File: src/design/asae_pkg.sv
// Shared types, constants and the armoring function for the AIS six-bit
// armor encoder. No dependencies.
package asae_pkg;

   // Bits per armored group and the armoring split point
   localparam int unsigned GROUP_BITS = 6;
   localparam logic [5:0] ARMOR_SPLIT = 6'd40;
   localparam logic [6:0] ARMOR_LOW_OFFSET = 7'd48;
   localparam logic [6:0] ARMOR_HIGH_OFFSET = 7'd56;

   // One job handed from the front to the back: one or two groups of a byte
   typedef struct packed {
      logic [5:0] group0;
      logic [5:0] group1;
      logic       two;
      logic       last;
   } job_type;

   // Map a 6-bit group onto its armored ASCII character
   function automatic logic [6:0] armor(input logic [5:0] group);
      logic [6:0] offset;
      offset = (group < ARMOR_SPLIT) ? ARMOR_LOW_OFFSET : ARMOR_HIGH_OFFSET;
      return {1'b0, group} + offset;
   endfunction

endpackage

File: src/design/asae_front.sv
// Front end of the armor encoder: takes request bytes, merges them with the
// leftover bits and classifies them into jobs of up to two groups.
// Depends on asae_pkg.
module asae_front (
   input  logic              clock,
   input  logic              reset,
   input  logic [7:0]        req_data_byte,
   input  logic [3:0]        req_valid_bits,
   input  logic              req_is_last,
   input  logic              accept,
   output logic              job_push,
   output asae_pkg::job_type job
);

   logic [3:0]  pending_bits_ff;
   logic [3:0]  pending_bits_in;
   logic [2:0]  pending_count_ff;
   logic [2:0]  pending_count_in;

   logic [3:0]  take;
   logic [3:0]  shift_amt;
   logic [11:0] acc;
   logic [3:0]  total;
   logic [3:0]  above_group;
   logic [11:0] high_part;
   logic [1:0]  full_groups;
   logic [2:0]  rest;
   logic [5:0]  rest_mask;
   logic [5:0]  rest_bits;
   logic [5:0]  padded;
   logic        pad;

   // Merge leftover bits with the leading bits of this byte
   always_comb begin
      if (!req_is_last) begin
         take = 4'd8;
      end else if (req_valid_bits > 4'd8) begin
         take = 4'd8;
      end else begin
         take = req_valid_bits;
      end
      shift_amt   = 4'd8 - take;
      acc         = {pending_bits_ff, req_data_byte} >> shift_amt;
      total       = {1'b0, pending_count_ff} + take;
      above_group = total - 4'd6;
   end

   // Split the merged bits into full groups and a remainder
   always_comb begin
      if (total >= 4'd12) begin
         full_groups = 2'd2;
         rest        = 3'd0;
      end else if (total >= 4'd6) begin
         full_groups = 2'd1;
         rest        = above_group[2:0];
      end else begin
         full_groups = 2'd0;
         rest        = total[2:0];
      end
      high_part = acc >> above_group;
      rest_mask = (6'd1 << rest) - 6'd1;
      rest_bits = acc[5:0] & rest_mask;
      padded    = rest_bits << (3'd6 - rest);
      pad       = req_is_last && (rest != 3'd0);
   end

   // Build the job record for the back end
   always_comb begin
      job.last = req_is_last;
      case (full_groups)
         2'd2: begin
            job.group0 = high_part[5:0];
            job.group1 = acc[5:0];
            job.two    = 1'b1;
         end
         2'd1: begin
            job.group0 = high_part[5:0];
            job.group1 = padded;
            job.two    = pad;
         end
         default: begin
            job.group0 = padded;
            job.group1 = padded;
            job.two    = 1'b0;
         end
      endcase
      job_push = accept && ((full_groups != 2'd0) || pad);
   end

   // Keep the leftover bits; clear them at the end of a message
   always_comb begin
      pending_bits_in  = pending_bits_ff;
      pending_count_in = pending_count_ff;
      if (accept) begin
         if (req_is_last) begin
            pending_bits_in  = 4'd0;
            pending_count_in = 3'd0;
         end else begin
            pending_bits_in  = rest_bits[3:0];
            pending_count_in = rest;
         end
      end
   end

   always_ff @(posedge clock) begin
      if (reset) begin
         pending_bits_ff  <= 4'd0;
         pending_count_ff <= 3'd0;
      end else begin
         pending_bits_ff  <= pending_bits_in;
         pending_count_ff <= pending_count_in;
      end
   end

   // Leftover is always an even count of at most four bits
   a_pending_count: assert property (@(posedge clock) disable iff (reset)
      (pending_count_ff == 3'd0) || (pending_count_ff == 3'd2) ||
      (pending_count_ff == 3'd4))
      else $error("leftover bit count out of range");

   // Bits above the leftover count stay clear
   a_pending_clean: assert property (@(posedge clock) disable iff (reset)
      (pending_bits_ff >> pending_count_ff) == 4'd0)
      else $error("stale bits above leftover count");

endmodule

File: src/design/asae_job_queue.sv
// Short job queue between the front and back of the armor encoder.
// Depends on asae_pkg.
module asae_job_queue #(
   parameter int unsigned DEPTH = 2
) (
   input  logic              clock,
   input  logic              reset,
   input  logic              push,
   input  asae_pkg::job_type push_job,
   output logic              full,
   input  logic              pop,
   output logic              head_valid,
   output asae_pkg::job_type head_job
);

   localparam int unsigned PTR_W = (DEPTH > 1) ? $clog2(DEPTH) : 1;
   localparam int unsigned CNT_W = $clog2(DEPTH + 1);
   localparam logic [PTR_W-1:0] LAST_PTR = PTR_W'(DEPTH - 1);

   asae_pkg::job_type entry_ff [DEPTH];
   logic [PTR_W-1:0]  wr_ptr_ff;
   logic [PTR_W-1:0]  wr_ptr_in;
   logic [PTR_W-1:0]  rd_ptr_ff;
   logic [PTR_W-1:0]  rd_ptr_in;
   logic [CNT_W-1:0]  count_ff;
   logic [CNT_W-1:0]  count_in;

   assign full       = (count_ff == CNT_W'(DEPTH));
   assign head_valid = (count_ff != '0);
   assign head_job   = entry_ff[rd_ptr_ff];

   // Advance pointers and occupancy
   always_comb begin
      wr_ptr_in = wr_ptr_ff;
      rd_ptr_in = rd_ptr_ff;
      count_in  = count_ff;
      if (push) begin
         wr_ptr_in = (wr_ptr_ff == LAST_PTR) ? '0 : wr_ptr_ff + PTR_W'(1);
      end
      if (pop) begin
         rd_ptr_in = (rd_ptr_ff == LAST_PTR) ? '0 : rd_ptr_ff + PTR_W'(1);
      end
      if (push && !pop) begin
         count_in = count_ff + CNT_W'(1);
      end else if (pop && !push) begin
         count_in = count_ff - CNT_W'(1);
      end
   end

   always_ff @(posedge clock) begin
      if (reset) begin
         wr_ptr_ff <= '0;
         rd_ptr_ff <= '0;
         count_ff  <= '0;
      end else begin
         wr_ptr_ff <= wr_ptr_in;
         rd_ptr_ff <= rd_ptr_in;
         count_ff  <= count_in;
      end
   end

   // Store the incoming job
   always_ff @(posedge clock) begin
      if (push) begin
         entry_ff[wr_ptr_ff] <= push_job;
      end
   end

   a_no_overflow: assert property (@(posedge clock) disable iff (reset)
      push |-> !full || pop)
      else $error("job pushed into a full queue");

   a_count_bound: assert property (@(posedge clock) disable iff (reset)
      count_ff <= CNT_W'(DEPTH))
      else $error("job queue occupancy beyond depth");

endmodule

File: src/design/asae_back.sv
// Back end of the armor encoder: serialises each job's groups into armored
// characters through the response output register. Depends on asae_pkg.
module asae_back (
   input  logic              clock,
   input  logic              reset,
   input  logic              head_valid,
   input  asae_pkg::job_type head_job,
   output logic              job_pop,
   output logic              rsp_empty,
   input  logic              rsp_pop,
   output logic [6:0]        rsp_armored_char,
   output logic              rsp_last_char
);

   logic       out_valid_ff;
   logic       out_valid_in;
   logic [6:0] char_ff;
   logic [6:0] char_in;
   logic       last_ff;
   logic       last_in;
   logic       idx_ff;
   logic       idx_in;

   logic       load;
   logic       final_of_job;
   logic [5:0] group;

   // Pick the next group of the head job and load the output register
   always_comb begin
      load         = head_valid && (!out_valid_ff || rsp_pop);
      final_of_job = !head_job.two || idx_ff;
      group        = idx_ff ? head_job.group1 : head_job.group0;
      job_pop      = load && final_of_job;

      out_valid_in = out_valid_ff;
      char_in      = char_ff;
      last_in      = last_ff;
      idx_in       = idx_ff;
      if (load) begin
         out_valid_in = 1'b1;
         char_in      = asae_pkg::armor(group);
         last_in      = head_job.last && final_of_job;
         idx_in       = !final_of_job;
      end else if (rsp_pop) begin
         out_valid_in = 1'b0;
      end
   end

   always_ff @(posedge clock) begin
      if (reset) begin
         out_valid_ff <= 1'b0;
         idx_ff       <= 1'b0;
      end else begin
         out_valid_ff <= out_valid_in;
         idx_ff       <= idx_in;
      end
   end

   // Hold the character payload
   always_ff @(posedge clock) begin
      char_ff <= char_in;
      last_ff <= last_in;
   end

   assign rsp_empty        = !out_valid_ff;
   assign rsp_armored_char = char_ff;
   assign rsp_last_char    = last_ff;

   // Second group is only pending on a two-group job still at the head
   a_idx_head: assert property (@(posedge clock) disable iff (reset)
      idx_ff |-> head_valid && head_job.two)
      else $error("second group pending without a two-group head job");

endmodule

File: src/design/ais_sixbit_armor_encoder_unit.sv
// AIS six-bit armor encoder: regroups a byte stream (MSB first) into 6-bit
// groups and emits each as an armored ASCII character, flagging the last.
// Depends on asae_pkg, asae_front, asae_job_queue and asae_back.
//
// A byte is taken in the cycle it is pushed; when the block is idle its first
// character passes through the job queue and the response output register to
// reach the rsp_ ports. The front end accepts one byte per cycle while the job
// queue has room; the back end delivers one character per cycle from its output
// register while pop keeps it drained, so a byte that yields two characters
// holds its job at the queue head until both are loaded. Sustained intake is one
// byte per cycle for bytes yielding at most one character; over a steady run of
// full bytes (four characters per three bytes) the back-end serialiser sets it.
// JOB_DEPTH sets how many byte jobs may wait between front and back.
module ais_sixbit_armor_encoder_unit #(
   parameter int unsigned JOB_DEPTH = 2
) (
   input  logic       clock,
   input  logic       reset,
   input  logic       push,
   output logic       full,
   input  logic [7:0] req_data_byte,
   input  logic [3:0] req_valid_bits,
   input  logic       req_is_last,
   output logic       empty,
   input  logic       pop,
   output logic [6:0] rsp_armored_char,
   output logic       rsp_last_char
);

   logic              accept;
   logic              job_push;
   asae_pkg::job_type push_job;
   logic              job_pop;
   logic              head_valid;
   asae_pkg::job_type head_job;

   assign accept = push && !full;

   asae_front u_front (
      .clock          (clock),
      .reset          (reset),
      .req_data_byte  (req_data_byte),
      .req_valid_bits (req_valid_bits),
      .req_is_last    (req_is_last),
      .accept         (accept),
      .job_push       (job_push),
      .job            (push_job)
   );

   asae_job_queue #(
      .DEPTH (JOB_DEPTH)
   ) u_job_queue (
      .clock      (clock),
      .reset      (reset),
      .push       (job_push),
      .push_job   (push_job),
      .full       (full),
      .pop        (job_pop),
      .head_valid (head_valid),
      .head_job   (head_job)
   );

   asae_back u_back (
      .clock            (clock),
      .reset            (reset),
      .head_valid       (head_valid),
      .head_job         (head_job),
      .job_pop          (job_pop),
      .rsp_empty        (empty),
      .rsp_pop          (pop),
      .rsp_armored_char (rsp_armored_char),
      .rsp_last_char    (rsp_last_char)
   );

endmodule
File: config.mk
export PLATFORM = sky130hd
export DESIGN_NAME = ais_sixbit_armor_encoder_unit
export DESIGN_NICKNAME = d
export VERILOG_FILES = /design/src/design/asae_pkg.sv /design/src/design/asae_front.sv /design/src/design/asae_job_queue.sv /design/src/design/asae_back.sv /design/src/design/ais_sixbit_armor_encoder_unit.sv
export SDC_FILE = /design/constraint.sdc
export NUM_CORES = 1
export LEC_CHECK = 0
export BUFFER_PORTS_ARGS = -buffer_cell sky130_fd_sc_hd__buf_4
export CELL_PAD_IN_SITES_DETAIL_PLACEMENT = 2
export CELL_PAD_IN_SITES_GLOBAL_PLACEMENT = 2
export CORE_ASPECT_RATIO = 0.8
export CORE_MARGIN = 4
export CORE_UTILIZATION = 41
export DETAILED_ROUTE_END_ITERATION = 7
export HOLD_SLACK_MARGIN = 0.06
export PLACE_DENSITY_LB_ADDON = 0.1
export SLEW_MARGIN = 20
export SYNTH_ARGS = -nofsm -noshare
export SYNTH_HDL_FRONTEND = slang
export SYNTH_HIERARCHICAL = 1
export SYNTH_SLANG_ARGS = --single-unit
File: constraint.sdc
create_clock -name clock -period 7.1 [get_ports clock]
set_input_delay 0.355 -clock clock [delete_from_list [all_inputs] [get_ports clock]]
set_output_delay 0.355 -clock clock [all_outputs]
set_load 0.01 [all_outputs]
==> impl_metrics.tcl <==
set metrics [dict create \
    status "completed" \
    setup_slack_ps 1180 \
    grt-ovfl-total 0 \
    syn_inst 394 \
    yosys.cell_count.top_type "edfxtp_1" \
    crit_slowest_cell "or4_4" \
    ctsHoldBuffers 0 \
    netlist_area_mm2 0.00414 \
    crit_arrival_ps 6040 \
    vias_per_cell 6.30 \
    nets 443 \
    p_leak_nw 1.67 \
    final_cells 548 \
    setup_tns_ps 0 \
    yosysTopAreaCellShare 0.261 \
    layout_min_cycle_time_ps 5920 \
    h-tree-depth 2 \
    maxCapViolations 0 \
    n_antenna_cell 0 \
    cts_buffers 5 \
    clk_latency_ps 290 \
    drc 0 \
    die_y_um 97.8 \
    r2r_slack_ps 1560 \
    coreArea_mm2 0.00973 \
    antenna_found_initial 0 \
    initial_core_util 0.425 \
    place_inst 540 \
    post-place-ws_ps 990 \
    wl_per_cell_um 24.4 \
    yosys-top-cells-count "36 x edfxtp_1, 24 x nor2_1, 22 x a21oi_1" \
    ys_ff_latch 50 \
    max-slew-margin-rel 0.408 \
    synth_area_leader_cell "edfxtp_1" \
    post_cts_buffers 0 \
    dr_total_vias 3453 \
    synthesis.nets 426 \
    rows 32 \
    crit_required_ps 7220 \
    grt_pass1_vias 3628 \
    setup_violations 0 \
    synthArstFlopShare 0 \
    die_area_mm2 0.0118 \
    wirelength_um 13400 \
    finalCritPeriodShare 0.834 \
    fmax_mhz 169 \
    worstMarginPinSlew_ps 885 \
    skew_ps 7.05 \
    cts-root-buf "clkbuf_16" \
    crit_chain "buf_4 -> nand3b_4 -> inv_6 -> ha_1 -> inv_1 -> fa_1 -> buf_4 -> inv_1 -> ha_1 -> nand2b_1 -> o21ai_0 -> or3_1 -> nand3_1 -> o21ai_0 -> inv_1 -> ha_1 -> nand2_1 -> ha_1 -> or4_4 -> a211oi_2 -> o311ai_1 -> a22oi_1" \
    io_pins 27 \
    cts.path.max_buffers 2 \
    finalMaxSlewViolations 0 \
    crit_type "input port to register" \
    finalPower_w 0.00131 \
    synth_area_per_cell_um2 10.5 \
    grt_use_total 0.228 \
    whs_ps 338 \
    gp_congestion 0.853 \
    grt_pass1_wl_um 21100 \
    synth_edf_count 36 \
    crit_fanout 16 \
    cp-start-kind "input port" \
    crit_top_cell "ha_1" \
    drt_first_pass_iters 5 \
    syn_to_final_growth_pct 10.5 \
    ys_seq_area_frac 0.329 \
    synthDistinctLibCells 91 \
    dieWidth_um 120 \
    cts_resized 0 \
    power_density_mw_per_mm2 286 \
    post-dp-hpwl_um 10000 \
    drive_gt1_frac 0.235 \
    io_buffers 26 \
    yosys_warnings 6 \
    ys.flop_type "edfxtp_1" \
    grt_max_degree 20 \
    ant_nets 0 \
    cts.sinks 50 \
    hold_class "input port to register" \
    end_kind "register" \
    synth_area_leaders "edfxtp_1 26%, dfxtp_1 6.8%, mux2_2 5.4%, ha_1 4.2%, mux2i_1 4.1%" \
    ir_drop_mv 0.129 \
    cts_tree "built" \
    cp_slowest_stage_delay_ps 590 \
    rsz0062_at_grt "no" \
    finalHoldViolCount 0 \
    drt_iter0_markers 218 \
    clk_pin_slew_ps 70 \
]
critical path: cells and delay by family:
family                     cells  cell delay, ps
adders and majority gates      5            1610
buffers and inverters          6            1040
and+or+nand+nor                6            1780
AOI/OAI and AO/OA              5            1240
power breakdown:
part           total, W  internal (W)  switching, W  leakage (nW)
Combinational  0.000573      0.000236      0.000337          1.14
Sequential     0.000457      0.000414     0.0000428         0.455
Clock          0.000276      0.000167      0.000109        0.0771
layout by cell type, fill, tap and decap left out, drive strengths merged, types with 4 or more instances in the layout:
master   count
xnor2        8
o2111ai      5
mux2        21
a211oi      12
nor3        13
nand2b       8
and2         7
o21ai       15
a311oi       5
inv         23
dfxtp       14
a22oi        4
nand2       15
nor2b       12
ha          14
a21oi       25
or3          4
edfxtp      36
nand3       12
o311ai       7
nor2        25
clkbuf       6
mux4        10
buf         30
a31oi        5
mux2i       19
layout make-up:
cell class | count | area [um^2]
repair buffers | 30 | 225
clock buffers | 6 | 129
fillers | 1032 | 5160
flip-flops and latches | 50 | 1360
well taps | 136 | 170
inverters | 23 | 91.3
multi-input cells | 301 | 2550
clock inverters | 2 | 37.5
per-stage QoR:
step	cell area (um^2)	util
2_1_floorplan	4140	-
3_3_place_gp	4400	0.452
3_5_place_dp	4400	0.452
4_1_cts	4570	0.469
5_1_grt	4570	0.470
6_report	4570	0.470
logic make-up after synthesis:
logic type / share of synthesized area
simple gates: 0.164
fa+ha+maj: 0.0472
compound gates: 0.207
xor+xnor: 0.0324
buf+inv: 0.0541
flops: 0.329
mux: 0.166
final timing paths:
kind                                                  from                                  endpoint  cells after the start
setup reg to reg  u_front/pending_count_ff[0]$_SDFFE_PP0P_     u_job_queue/entry_ff[0][10]$_DFFE_PP_                     19
hold / removal                                       reset          u_back/out_valid_ff$_SDFFE_PP0P_                      2
setup / recovery                         req_valid_bits[3]     u_job_queue/entry_ff[0][10]$_DFFE_PP_                     22
hold reg to reg   u_front/pending_count_ff[2]$_SDFFE_PP0P_  u_front/pending_count_ff[2]$_SDFFE_PP0P_                      2
routing by layer:
layer	wire, um	GRT usage	part of all wire
met5	0	0	0
met4	111	0.0427	0.0083
met1	6540	0.333	0.49
met3	412	0.0336	0.031
met2	6310	0.364	0.47
sequential cells by signal, indices dropped and copies added, names as in the netlist, named ones only:
register                  count
u_back/idx_ff                 1
u_back/out_valid_ff           1
u_back/rsp_armored_char       7
u_back/rsp_last_char          1
u_front/pending_bits_ff       4
u_front/pending_count_ff      3
u_job_queue/count_ff          2
u_job_queue/entry_ff         28
u_job_queue/rd_ptr_ff         1
u_job_queue/wr_ptr_ff         1
Power figures use the tool's default switching activity.
